$ cat src/sv/kpu_pkg.sv
// shared types, constants and the factorial table for the permutation unranker
package kpu_pkg;

   localparam int unsigned MaxDigitsDefault = 9;
   localparam int unsigned DigitW = 4;
   localparam int unsigned RankW  = 19;

   typedef struct packed {
      logic [DigitW-1:0] perm_length;
      logic [RankW-1:0]  rank;
   } req_type;

   typedef struct packed {
      logic [DigitW-1:0] digit;
      logic              last;
      logic              error;
   } rsp_type;

   typedef enum logic [1:0] {
      ST_IDLE,
      ST_CHECK,
      ST_RUN
   } state_type;

   // controller to datapath
   typedef struct packed {
      logic load;
      logic init;
      logic step;
      logic fail;
   } cmd_type;

   // datapath to controller
   typedef struct packed {
      logic bad;
      logic final_digit;
   } sts_type;

   function automatic logic [RankW-1:0] fact_value(input logic [DigitW-1:0] n);
      logic [RankW-1:0] f;
      unique case (n)
         4'd0:    f = 19'd1;
         4'd1:    f = 19'd1;
         4'd2:    f = 19'd2;
         4'd3:    f = 19'd6;
         4'd4:    f = 19'd24;
         4'd5:    f = 19'd120;
         4'd6:    f = 19'd720;
         4'd7:    f = 19'd5040;
         4'd8:    f = 19'd40320;
         4'd9:    f = 19'd362880;
         default: f = 19'h7FFFF;
      endcase
      return f;
   endfunction

endpackage

$ cat src/sv/kpu_dp.sv
// datapath: input latch, remaining rank, digit pool and result register
module kpu_dp #(
   parameter int unsigned MAX_DIGITS = kpu_pkg::MaxDigitsDefault
) (
   input  logic              clock,
   input  logic              reset,
   input  kpu_pkg::req_type  req_data,
   input  kpu_pkg::cmd_type  cmd,
   output kpu_pkg::sts_type  sts,
   output logic              rsp_strobe,
   output kpu_pkg::rsp_type  rsp_data
);

   localparam int unsigned DW   = kpu_pkg::DigitW;
   localparam int unsigned RW   = kpu_pkg::RankW;
   localparam int unsigned IdxW = (MAX_DIGITS > 1) ? $clog2(MAX_DIGITS) : 1;

   logic [DW-1:0]    len_ff, len_in;
   logic [RW-1:0]    rank_ff, rank_in;
   logic [RW-1:0]    rem_ff, rem_in;
   logic [DW-1:0]    pos_ff, pos_in;
   logic [DW-1:0]    pool_ff [MAX_DIGITS];
   logic [DW-1:0]    pool_in [MAX_DIGITS];
   kpu_pkg::rsp_type rsp_ff, rsp_in;
   logic             strobe_ff, strobe_in;

   logic [RW-1:0]    fact_sel;
   logic [IdxW-1:0]  idx;
   logic [RW-1:0]    prod;
   logic [DW-1:0]    pick;

   // quotient of remaining rank by (pos-1)! from parallel compares against its multiples
   always_comb begin
      fact_sel = kpu_pkg::fact_value(pos_ff - 4'd1);
      idx      = '0;
      prod     = '0;
      for (int j = 1; j < MAX_DIGITS; j++) begin
         if (rem_ff >= RW'(fact_sel * RW'(j))) begin
            idx  = IdxW'(j);
            prod = RW'(fact_sel * RW'(j));
         end
      end
   end

   assign pick = pool_ff[idx];

   assign sts.bad = (len_ff == '0) || (len_ff > DW'(MAX_DIGITS)) || (rank_ff == '0) ||
                    (rank_ff > kpu_pkg::fact_value(len_ff));
   assign sts.final_digit = (pos_ff == 4'd1);

   always_comb begin
      len_in    = len_ff;
      rank_in   = rank_ff;
      rem_in    = rem_ff;
      pos_in    = pos_ff;
      pool_in   = pool_ff;
      rsp_in    = rsp_ff;
      strobe_in = 1'b0;
      if (cmd.load) begin
         len_in  = req_data.perm_length;
         rank_in = req_data.rank;
      end
      if (cmd.init) begin
         rem_in = rank_ff - 19'd1;
         pos_in = len_ff;
         for (int i = 0; i < MAX_DIGITS; i++) begin
            pool_in[i] = DW'(i + 1);
         end
      end
      if (cmd.step) begin
         rem_in = rem_ff - prod;
         pos_in = pos_ff - 4'd1;
         // close the gap left by the picked digit
         for (int i = 0; i < MAX_DIGITS - 1; i++) begin
            if (IdxW'(i) >= idx) begin
               pool_in[i] = pool_ff[i + 1];
            end
         end
         pool_in[MAX_DIGITS-1] = '0;
         rsp_in.digit = pick;
         rsp_in.last  = (pos_ff == 4'd1);
         rsp_in.error = 1'b0;
         strobe_in    = 1'b1;
      end
      if (cmd.fail) begin
         rsp_in.digit = '0;
         rsp_in.last  = 1'b1;
         rsp_in.error = 1'b1;
         strobe_in    = 1'b1;
      end
   end

   always_ff @(posedge clock) begin
      if (reset) begin
         strobe_ff <= 1'b0;
      end else begin
         strobe_ff <= strobe_in;
      end
   end

   always_ff @(posedge clock) begin
      len_ff  <= len_in;
      rank_ff <= rank_in;
      rem_ff  <= rem_in;
      pos_ff  <= pos_in;
      pool_ff <= pool_in;
      rsp_ff  <= rsp_in;
   end

   assign rsp_strobe = strobe_ff;
   assign rsp_data   = rsp_ff;

`ifndef ASSERT_OFF
   a_error_is_last: assert property (@(posedge clock) disable iff (reset)
      strobe_ff && rsp_ff.error |-> rsp_ff.last)
      else $error("error item not marked last");

   a_gap_after_last: assert property (@(posedge clock) disable iff (reset)
      strobe_ff && rsp_ff.last |=> !strobe_ff)
      else $error("item emitted right after a last item");

   a_pick_in_pool: assert property (@(posedge clock) disable iff (reset)
      cmd.step |-> (DW'(idx) < pos_ff))
      else $error("digit index beyond remaining pool");
`endif

endmodule

$ cat src/sv/kpu_ctrl.sv
// controller: sequences check, pool setup and one digit per cycle
module kpu_ctrl (
   input  logic             clock,
   input  logic             reset,
   input  logic             start,
   input  kpu_pkg::sts_type sts,
   output kpu_pkg::cmd_type cmd,
   output logic             busy
);

   kpu_pkg::state_type state_ff, state_in;

   always_ff @(posedge clock) begin
      if (reset) begin
         state_ff <= kpu_pkg::ST_IDLE;
      end else begin
         state_ff <= state_in;
      end
   end

   always_comb begin
      state_in = state_ff;
      cmd      = '0;
      busy     = 1'b1;
      unique case (state_ff)
         kpu_pkg::ST_IDLE: begin
            busy = 1'b0;
            if (start) begin
               cmd.load = 1'b1;
               state_in = kpu_pkg::ST_CHECK;
            end
         end
         kpu_pkg::ST_CHECK: begin
            if (sts.bad) begin
               cmd.fail = 1'b1;
               state_in = kpu_pkg::ST_IDLE;
            end else begin
               cmd.init = 1'b1;
               state_in = kpu_pkg::ST_RUN;
            end
         end
         kpu_pkg::ST_RUN: begin
            cmd.step = 1'b1;
            if (sts.final_digit) begin
               state_in = kpu_pkg::ST_IDLE;
            end
         end
         default: begin
            state_in = kpu_pkg::ST_IDLE;
         end
      endcase
   end

`ifndef ASSERT_OFF
   a_accept_to_check: assert property (@(posedge clock) disable iff (reset)
      (state_ff == kpu_pkg::ST_IDLE) && start |=> (state_ff == kpu_pkg::ST_CHECK))
      else $error("accepted item did not enter check");

   a_run_ends: assert property (@(posedge clock) disable iff (reset)
      (state_ff == kpu_pkg::ST_RUN) && sts.final_digit |=> (state_ff == kpu_pkg::ST_IDLE))
      else $error("run did not end after final digit");

   a_one_cmd: assert property (@(posedge clock) disable iff (reset)
      $onehot0(cmd))
      else $error("more than one datapath command at once");
`endif

endmodule

$ cat src/sv/kth_permutation_unrank.sv
// Unranks a one-based rank k into the k-th lexicographic permutation of 1..n.
// An item is taken when start is high and busy is low. After that the
// request is checked (n in 1..MAX_DIGITS, k in 1..n!); a bad request gives a
// single error item in the next cycle, otherwise the n digits follow on
// consecutive cycles, one per cycle from the digit-select step (remaining rank
// against multiples of a factorial table entry), the last one flagged. busy
// falls in the cycle after the last item is registered, so a new item is taken
// only once the previous one is finished. rsp_strobe marks each item for one
// cycle and there is no backpressure on the result side.
module kth_permutation_unrank #(
   parameter int unsigned MAX_DIGITS = kpu_pkg::MaxDigitsDefault
) (
   input  logic             clock,
   input  logic             reset,
   input  logic             start,
   input  kpu_pkg::req_type req_data,
   output logic             busy,
   output logic             rsp_strobe,
   output kpu_pkg::rsp_type rsp_data
);

   kpu_pkg::cmd_type cmd;
   kpu_pkg::sts_type sts;

   kpu_ctrl u_ctrl (
      .clock (clock),
      .reset (reset),
      .start (start),
      .sts   (sts),
      .cmd   (cmd),
      .busy  (busy)
   );

   kpu_dp #(
      .MAX_DIGITS (MAX_DIGITS)
   ) u_dp (
      .clock      (clock),
      .reset      (reset),
      .req_data   (req_data),
      .cmd        (cmd),
      .sts        (sts),
      .rsp_strobe (rsp_strobe),
      .rsp_data   (rsp_data)
   );

endmodule

$ cat config.mk
export PLATFORM = sky130hd
export DESIGN_NAME = kth_permutation_unrank
export DESIGN_NICKNAME = d
export VERILOG_FILES = /design/src/sv/kpu_pkg.sv /design/src/sv/kpu_dp.sv /design/src/sv/kpu_ctrl.sv /design/src/sv/kth_permutation_unrank.sv
export SDC_FILE = /design/constraint.sdc
export NUM_CORES = 1
export LEC_CHECK = 0
export BUFFER_PORTS_ARGS = -buffer_cell sky130_fd_sc_hd__buf_2
export CAP_MARGIN = 20
export CELL_PAD_IN_SITES_DETAIL_PLACEMENT = 0
export CELL_PAD_IN_SITES_GLOBAL_PLACEMENT = 1
export CORE_AREA = 2 2 166 201
export DETAILED_ROUTE_END_ITERATION = 8
export DIE_AREA = 0 0 168 203
export PLACE_DENSITY = 0.7
export SLEW_MARGIN = 20
export SYNTH_ARGS = -nofsm -noshare
export SYNTH_HDL_FRONTEND = slang
export SYNTH_SLANG_ARGS = --single-unit
$ cat constraint.sdc
create_clock -name clock -period 11.5 [get_ports clock]
set_input_delay 0.575 -clock clock [delete_from_list [all_inputs] [get_ports clock]]
set_output_delay 0.575 -clock clock [all_outputs]
set_load 0.005 [all_outputs]
==> flow_summary.ini, run 1 <==
[timing]
finalClockSkew_ns = 0.00763
setup_tns_ns = 0
slew_headroom = 0.311
setup_viol = 0
final-hold-violation-count = 0
rsz0062_at_grt = no
timing.final.crit_period_ns = 10.61
fin_crit_sh = 0.922
max_freq_mhz = 94.3
slew_viol_final = 0
tightestPinTransition_ns = 1.02

[clocking]
clock_sinks = 103
clock_latency_ns = 0.36
clock_path_buffers = 2
cts-root-buf = clkbuf_16
cts-buffers-inserted = 9
cts_max_level = 3
cts_tree = built
path_clk_slew_ns = 0.07
ctsHoldBuffers = 0

[drt]
avgViaCountPerCell = 6.06
detail_route.wl_per_cell_um = 22.2
drtIter0Drc = 813
drc_errors = 0
via_count = 12300
drt_wl_total_um = 45000
first_pass_iters = 5
ant_nets = 0

[synth]
yosysUniqueCellTypes = 89
yosys.area_share.simple = 0.193
ys_seq_area_frac = 0.199
synth_cells = 1582
synthMuxAreaShare = 0.0128
syn-cell-area_sq_um = 12700
synth-edff-count = 46
synth_compound_area_frac = 0.267
synth_top_family_by_area = compound AO/OA/AOI/OAI gates
syn_area_per_cell_sq_um = 8.03
synth-main-ff-cell = dfxtp_1
syn_nets = 1842
synth_xor_area_frac = 0.0488
ys_ff_latch = 103
ys_warn_count = 0
async_flop_share = 0
synth_fa_ha_area_frac = 0.238

[worst_setup_path]
cp-start-kind = flop
cp-end-kind = flop
cp.required_ns = 11.68
arrival_ns = 10.79
path_class = reg2reg
critical_path.max_stage_delay_ns = 0.72
crit_fanout = 25
timing.reg2reg.setup_slack_ns = 0.89
cpMaxStageDelayCell = a2111oi_1

[global_route]
grt_pass1_wl_um = 70600
top_usage_layer = met2
grt_pass1_vias = 12200
grt_antenna_before_repair = 1
grt_max_degree = 50
overflow = 0
use_met3 = 0.0281
gr-usage-met2 = 0.453
grt_use_met1 = 0.330
grt_use_total = 0.267

[pwr]
irDropWorstVdd_v = 0.000121
power_density_nw_per_um2 = 230
p_leak_nw = 6.06

[layout]
nets = 1880
syn_to_final_growth_pct = 9.10
nFillCells = 3256
antenna_cells = 0
final_util = 0.433
drive_above_1_share = 0.0886
fin_area_sq_um = 13900

[floorplanning]
initial_core_util = 0.397
die_height_um = 203
boundaryPins = 34
dieArea_sq_um = 34100
die_w_um = 168
core_area_sq_um = 32000
rows = 72

[placed_design]
finalWeightedCongestion = 0.963
placedInstanceArea_sq_um = 13500
dpl.hpwl_um = 36200
port_buffers = 33

[run_status]
status = finished clean

[min_path]
min_path_type = in2reg

[flow_run]
max_cap_violations = 0
[Yosys cell counts (8+ instances only)]
master	n	share of area
o221ai_1	11	0.0076
nand2_1	151	0.045
ha_1	222	0.22
nand4_1	21	0.010
a21oi_1	114	0.045
o21a_1	14	0.0083
nor2b_1	24	0.012
a21o_1	43	0.025
or2_2	13	0.0064
and2_1	10	0.0049
o31ai_1	20	0.012
dfxtp_1	57	0.090
nand2b_1	19	0.0094
fa_1	12	0.019
clkbuf_1	38	0.011
a22oi_1	8	0.0047
nand3_1	32	0.013
o21ai_0	113	0.045
a211oi_1	27	0.016
nor4_1	8	0.0039
edfxtp_1	46	0.11
nor3_1	40	0.016
and3_1	11	0.0054
xnor2_1	39	0.027
o211ai_1	13	0.0077
o21bai_1	11	0.0065
o31a_1	11	0.0076
o22ai_1	13	0.0064
inv_1	89	0.026
nor2_1	147	0.043
mux2_2	8	0.0071
xor2_1	30	0.021
a31oi_1	19	0.0094
[layout make-up]
cell class	instances	area, sq um	share of cell area
clock buffer	12	268	0.0193
clock inverter	4	35.0	0.00253
inverter	91	342	0.0246
multi-input combinational	1340	9700	0.700
sequential	103	2520	0.182
tap	407	509	0.0367
timing repair buffer	75	480	0.0347
[metal layers]
metal  routed length, um  vias up  part of all wire
met5                  13        -           0.00029
met4                2630        2             0.058
met3                2140      105             0.048
met2               21300      385              0.47
met1               18900     5804              0.42
li1                    -     6013                 -
[final timing paths]
| check | startpoint | end | cells past startpoint |
|---|---|---|---|
| worst max-delay path | u_dp.pos_ff[0] | u_dp.rem_ff[17] | 40 |
| worst min-delay path | req_data[15] | u_dp.rank_ff[15] | 1 |
| worst max register to register | u_dp.pos_ff[0] | u_dp.rem_ff[17] | 40 |
| worst min register to register | u_dp.pool_ff[34] | u_dp.pool_ff[34] | 2 |
[metrics by stage]
step           setup slack (ns)  power, mW  hold WS [ns]  std cells
2_1_floorplan              1.99       2.10         0.432       1582
6_report                  0.894       3.19         0.383       2032
3_3_place_gp               1.18       2.82         0.444       2016
4_1_cts                   0.642       3.17         0.364       2032
5_1_grt                  0.0479       3.46         0.369       2032
3_5_place_dp              0.724       2.83         0.456       2016
[worst max-delay path: cells and delay by family, from the launching register on]
kind / cells / cell delay, ns
XOR/XNOR: 2 / 0.59
AO/OA/AOI/OAI: 24 / 5.41
buffers and inverters: 4 / 1.12
flip-flops: 1 / 0.59
AND/OR/NAND/NOR: 5 / 0.73
adder cells (fa/ha/maj): 5 / 1.97
[kinds of logic after synthesis]
group	Yosys count
compound gates	507
buf+inv	139
simple gates	513
xor+xnor	70
flops	103
mux	15
fa+ha+maj	235
[cell usage in the layout (no fill, tap or decap), types with 12 or more instances in the layout]
cell and instances:
a211oi_1 26, a21o_1 43, a21oi_1 114, a31oi_1 19, buf_2 33, buf_4 42
dfxtp_1 57, edfxtp_1 46, fa_1 12, ha_1 222, inv_1 89, nand2_1 151
nand2b_1 18, nand3_1 32, nand4_1 21, nor2_1 145, nor2b_1 23, nor3_1 39
o211ai_1 13, o21a_1 14, o21ai_0 113, o22ai_1 12, o31ai_1 20, or2_2 13
xnor2_1 38, xor2_1 30
[power breakdown]
| group | leakage, nW | internal [mW] | total [mW] | switching (mW) |
|---|---|---|---|---|
| sequential | 0.901 | 0.444 | 0.504 | 0.0604 |
| clock | 0.151 | 0.169 | 0.315 | 0.146 |
| combinational | 5.01 | 0.900 | 2.37 | 1.47 |
[timing repair]
item                       CTS  global route
setup endpoints to repair    0             4
resized for setup            0             3
buffers inserted             0             0
Note: power is estimated with default switching activity, not from simulation.
==> run 2: changes to the inputs <==
CTS_BUF_LIST = sky130_fd_sc_hd__clkbuf_8   (was default)
HOLD_SLACK_MARGIN = 0.06   (was default)
==> flow_summary.ini, run 2 (same netlist as run 1, synthesis figures left out) <==
[run_status]
status = finished clean

[clocking]
clock_sinks = 103
cts_max_level = 3
cts-buffers-inserted = 9
cts_tree = built
cts-root-buf = clkbuf_8
clock_path_buffers = 2
clock_latency_ns = 0.39
cts_setup_buffers = 0
path_clk_slew_ns = 0.10

[min_path]
hold_end = u_dp.rank_ff[15]
hp-start = req_data[15]
whs_path_depth = 1
min_path_type = in2reg

[timing]
final-hold-violation-count = 0
max_freq_mhz = 94.4
fin_crit_sh = 0.922
rsz0062_at_grt = no
setup_viol = 0
finalClockSkew_ns = 0.0102
timing.final.crit_period_ns = 10.60
tightestPinTransition_ns = 1.05
setup_tns_ns = 0
holdWs_ns = 0.348
slew_headroom = 0.289
slew_viol_final = 0

[layout]
final_cell_mix = ha_1 (222), nand2_1 (151), nor2_1 (145)
nFillCells = 3270
final_common_cell = ha_1
fin_area_sq_um = 13800
multi_input_area_sq_um = 9700
stdcell_count = 2032
drive_above_1_share = 0.0886
syn_to_final_growth_pct = 8.34
nets = 1880
area.sequential_sq_um = 2520
antenna_cells = 0

[global_route]
grt_pass1_wl_um = 70500
grt_use_total = 0.267
grt_antenna_before_repair = 1
grt_pass1_vias = 12200
overflow = 0
grt_max_degree = 50

[pwr]
p_leak_nw = 6.02
irDropWorstVdd_v = 0.0000996
power_density_nw_per_um2 = 227
finalPower_mw = 3.12

[placed_design]
port_buffers = 33
finalWeightedCongestion = 0.963
dp_cells = 2016
dpl.hpwl_um = 36200
placedInstanceArea_sq_um = 13500

[worst_setup_path]
timing.reg2reg.setup_slack_ns = 0.90
arrival_ns = 10.81
critical_path.max_stage_delay_ns = 0.72
reg2regPathDepth = 40
cp-start-kind = flop
crit_family = compound AO/OA/AOI/OAI gates
critPathBufInv = 4
r2r_end = u_dp.rem_ff[17]
cp-end-kind = flop
path_class = reg2reg
regToRegStartpoint = u_dp.pos_ff[0]
cpMaxStageDelayCell = a2111oi_1
crit_fanout = 25
cp.required_ns = 11.71

[floorplanning]
rows = 72
dieArea_sq_um = 34100
core_area_sq_um = 32000
boundaryPins = 34
initial_core_util = 0.397
die_w_um = 168
die_height_um = 203

[flow_run]
max_cap_violations = 0

[drt]
detail_route.wl_per_cell_um = 22.1
via_count = 12400
drt_wl_total_um = 45000
drc_errors = 0
first_pass_iters = 7
avgViaCountPerCell = 6.08
drtIter0Drc = 807
ant_nets = 0
## run 2: changes by cell type in the layout (fill, tap and decap cells not counted), sizes merged
cell    change
clkbuf      -2
bufinv      +1
inv         +1
## run 2: layer usage
layer | track usage | up-vias | routed length (um)
li1 | - | 6017 | -
met1 | 0.330 | 5857 | 19200
met2 | 0.450 | 370 | 21100
met3 | 0.0326 | 114 | 1960
met4 | 0.150 | 2 | 2730
met5 | 0 | - | 13
## run 2: worst max path at each step
stage	from	endpoint	slack (ns)	cells past startpoint
after CTS	u_dp.pos_ff[0]	u_dp.rem_ff[17]	0.63	41
after global routing	u_dp.pos_ff[0]	u_dp.rem_ff[17]	0.03	40
after detailed placement	u_dp.pos_ff[0]	u_dp.rem_ff[17]	0.72	41
final	u_dp.pos_ff[0]	u_dp.rem_ff[17]	0.90	40
after global placement	u_dp.pos_ff[0]	u_dp.rem_ff[17]	1.18	41
after floorplan	u_dp.pos_ff[0]	u_dp.rem_ff[17]	1.99	43
## run 2: area by class of cell
cell class / count / share of cell area
clock inverters: 6 / 0.00500
well taps: 407 / 0.0370
multi-input cells: 1340 / 0.705
repair buffers: 75 / 0.0349
flip-flops and latches: 103 / 0.183
inverters: 91 / 0.0248
clock buffers: 10 / 0.0100
## run 2: worst reg2reg max path, delay by kind of cell (launching register included)
family                     cells  cell delay, ns
and+or+nand+nor                5            0.73
buffers and inverters          4            1.11
DFF                            1            0.60
adders and majority gates      5            1.98
xor gates and xnor gates       2            0.59
AOI/OAI and AO/OA             24            5.42
## run 2: repair_timing
item                                    CTS  global route
resized for setup                         0             3
endpoints found under the setup margin    0             4
hold buffers                              0             0
## run 2: through the flow
stage	setup slack, ns	utilization
2_1_floorplan	1.99	-
3_5_place_dp	0.724	0.424
6_report	0.902	0.430
3_3_place_gp	1.18	0.424
4_1_cts	0.629	0.430
5_1_grt	0.0349	0.430
## run 2: where the power goes
part           total (mW)  internal, mW  leakage [nW]  switching (mW)
Sequential          0.504         0.444         0.901          0.0606
Clock               0.244         0.109         0.111           0.136
Combinational        2.37         0.900          5.01            1.47
==> run 3: changes to the inputs <==
ABC_AREA = 1   (was default)
CORE_AREA = 2 2 166 200   (was 2 2 166 201)
DIE_AREA = 0 0 168 202   (was 0 0 168 203)
PLACE_DENSITY = 0.73   (was 0.7)
==> flow_summary.ini, run 3 <==
[synth]
synth-main-ff-cell = dfxtp_1
yosysMostFrequentCell = nand2_1
synth_top_area_cell = ha_1
ys_warn_count = 0
ys_ff_latch = 103
synth-edff-count = 46
yosysUniqueCellTypes = 65
syn_area_per_cell_sq_um = 7.02
post_synth_most_frequent_cells = nand2_1 (352), inv_1 (243), ha_1 (222)
async_flop_share = 0
syn-cell-area_sq_um = 12700
synth_cells = 1805
ys_seq_area_frac = 0.199
synth_area_leaders = ha_1 (22%), edfxtp_1 (11%), nand2_1 (10%)
syn_nets = 2065
netlist.area_leader.share = 0.219

[timing]
fin_crit_sh = 0.875
finalClockSkew_ns = 0.0128
final-hold-violation-count = 0
slew_headroom = 0.282
timing.final.crit_period_ns = 10.06
rsz0062_at_grt = no
tightestPinTransition_ns = 1.07
setup_tns_ns = 0
setup_viol = 0
slew_viol_final = 0
max_freq_mhz = 99.4

[clocking]
cts_setup_buffers = 0
path_clk_slew_ns = 0.10
cts-root-buf = clkbuf_8
clock_path_buffers = 2
cts_max_level = 3
cts-buffers-inserted = 9
cts_resized = 0
clock_latency_ns = 0.39
clock_sinks = 103
ctsHoldBuffers = 0
cts_tree = built

[global_route]
grt_max_degree = 40
grt_pass1_wl_um = 68100
grt_antenna_before_repair = 0
grt_pass1_vias = 12300
grt_use_total = 0.258
overflow = 0

[worst_setup_path]
cp-start-kind = flop
cp-end-kind = flop
critPathBufInv = 5
arrival_ns = 10.19
cpMaxStageDelayCell = inv_1
crit_fanout = 25
crit_top_cell = nand2_1
reg2regPathDepth = 52
path_depth = 52
timing.reg2reg.setup_slack_ns = 1.44
critical_path.max_stage_delay_ns = 0.74
path_class = reg2reg
cp.required_ns = 11.63
crit_family = simple AND/OR/NAND/NOR gates

[pwr]
power_density_nw_per_um2 = 212
p_leak_nw = 6.59
irDropWorstVdd_v = 0.000124

[drt]
detail_route.wl_per_cell_um = 19.3
ant_nets = 0
drtIter0Drc = 975
via_count = 12400
topRoutingLayerUsed = met4
routedLengthMet1_um = 18400
first_pass_iters = 6
drc_errors = 0
drt_wl_total_um = 43400
routed-wl-met3_um = 1950
wl_met2_um = 21200
avgViaCountPerCell = 5.55

[floorplanning]
die_height_um = 202
initial_core_util = 0.396
dieArea_sq_um = 33900
core_area_sq_um = 32000
rows = 72
die_w_um = 168
boundaryPins = 34

[layout]
final_common_cell = nand2_1
final_cell_mix = nand2_1 (352), inv_1 (244), ha_1 (222)
antenna_cells = 0
multi_input_area_sq_um = 9030
stdcell_count = 2244
area.sequential_sq_um = 2520
nets = 2092
drive_above_1_share = 0.0664
nFillCells = 3347
syn_to_final_growth_pct = 6.53

[run_status]
status = finished clean

[min_path]
min_path_type = in2reg
whs_path_depth = 1

[flow_run]
max_cap_violations = 0

[placed_design]
port_buffers = 33
finalWeightedCongestion = 0.950
dpl.hpwl_um = 35000
dp_cells = 2228
==> run 3: through the flow <==
step                       util  setup slack [ns]  hold WS (ns)  cell area [sq um]  power, mW
after floorplan               -              2.46         0.431              12700       2.00
after global placement    0.416              1.67         0.446              13300       2.59
after detailed placement  0.416              1.58         0.448              13300       2.59
after CTS                 0.422              1.53         0.337              13500       2.84
after global routing      0.422             0.647         0.341              13500       3.14
final                     0.422              1.44         0.356              13500       2.86
==> run 3: logic make-up after synthesis <==
| kind of cell | count (synthesis) | synth area share |
|---|---|---|
| buffers and inverters | 288 | 0.0888 |
| adders and majority gates | 234 | 0.238 |
| AOI/OAI and AO/OA | 416 | 0.190 |
| muxes | 1 | 0.000888 |
| xor gates and xnor gates | 50 | 0.0360 |
| DFF | 103 | 0.199 |
| and+or+nand+nor | 713 | 0.248 |
==> run 3: worst paths after layout <==
check,end,start
worst max-delay path,u_dp.rem_ff[17],u_dp.pos_ff[0]
worst min-delay path,u_dp.rank_ff[5],req_data[5]
worst max register to register,u_dp.rem_ff[17],u_dp.pos_ff[0]
worst min register to register,u_dp.rsp_data[0],u_dp.rsp_data[0]
==> run 3: where the power goes <==
group / leakage, nW / switching (mW) / internal, mW
clock network: 0.105 / 0.132 / 0.102
registers: 0.901 / 0.0480 / 0.445
logic: 5.59 / 1.40 / 0.728
==> run 3: metal layers <==
metal  global-route usage  vias up
met2                0.460      332
li1                     -     6249
met1                0.318     5785
met4                0.112        0
met5                    0        -
met3               0.0172       80
==> run 3: layout make-up <==
cell class | count | area share
Multi-Input combinational cell | 1414 | 0.669
Clock buffer | 9 | 0.00917
Inverter | 255 | 0.0710
Tap cell | 407 | 0.0377
Sequential cell | 103 | 0.187
Timing Repair Buffer | 49 | 0.0211
Clock inverter | 7 | 0.00528
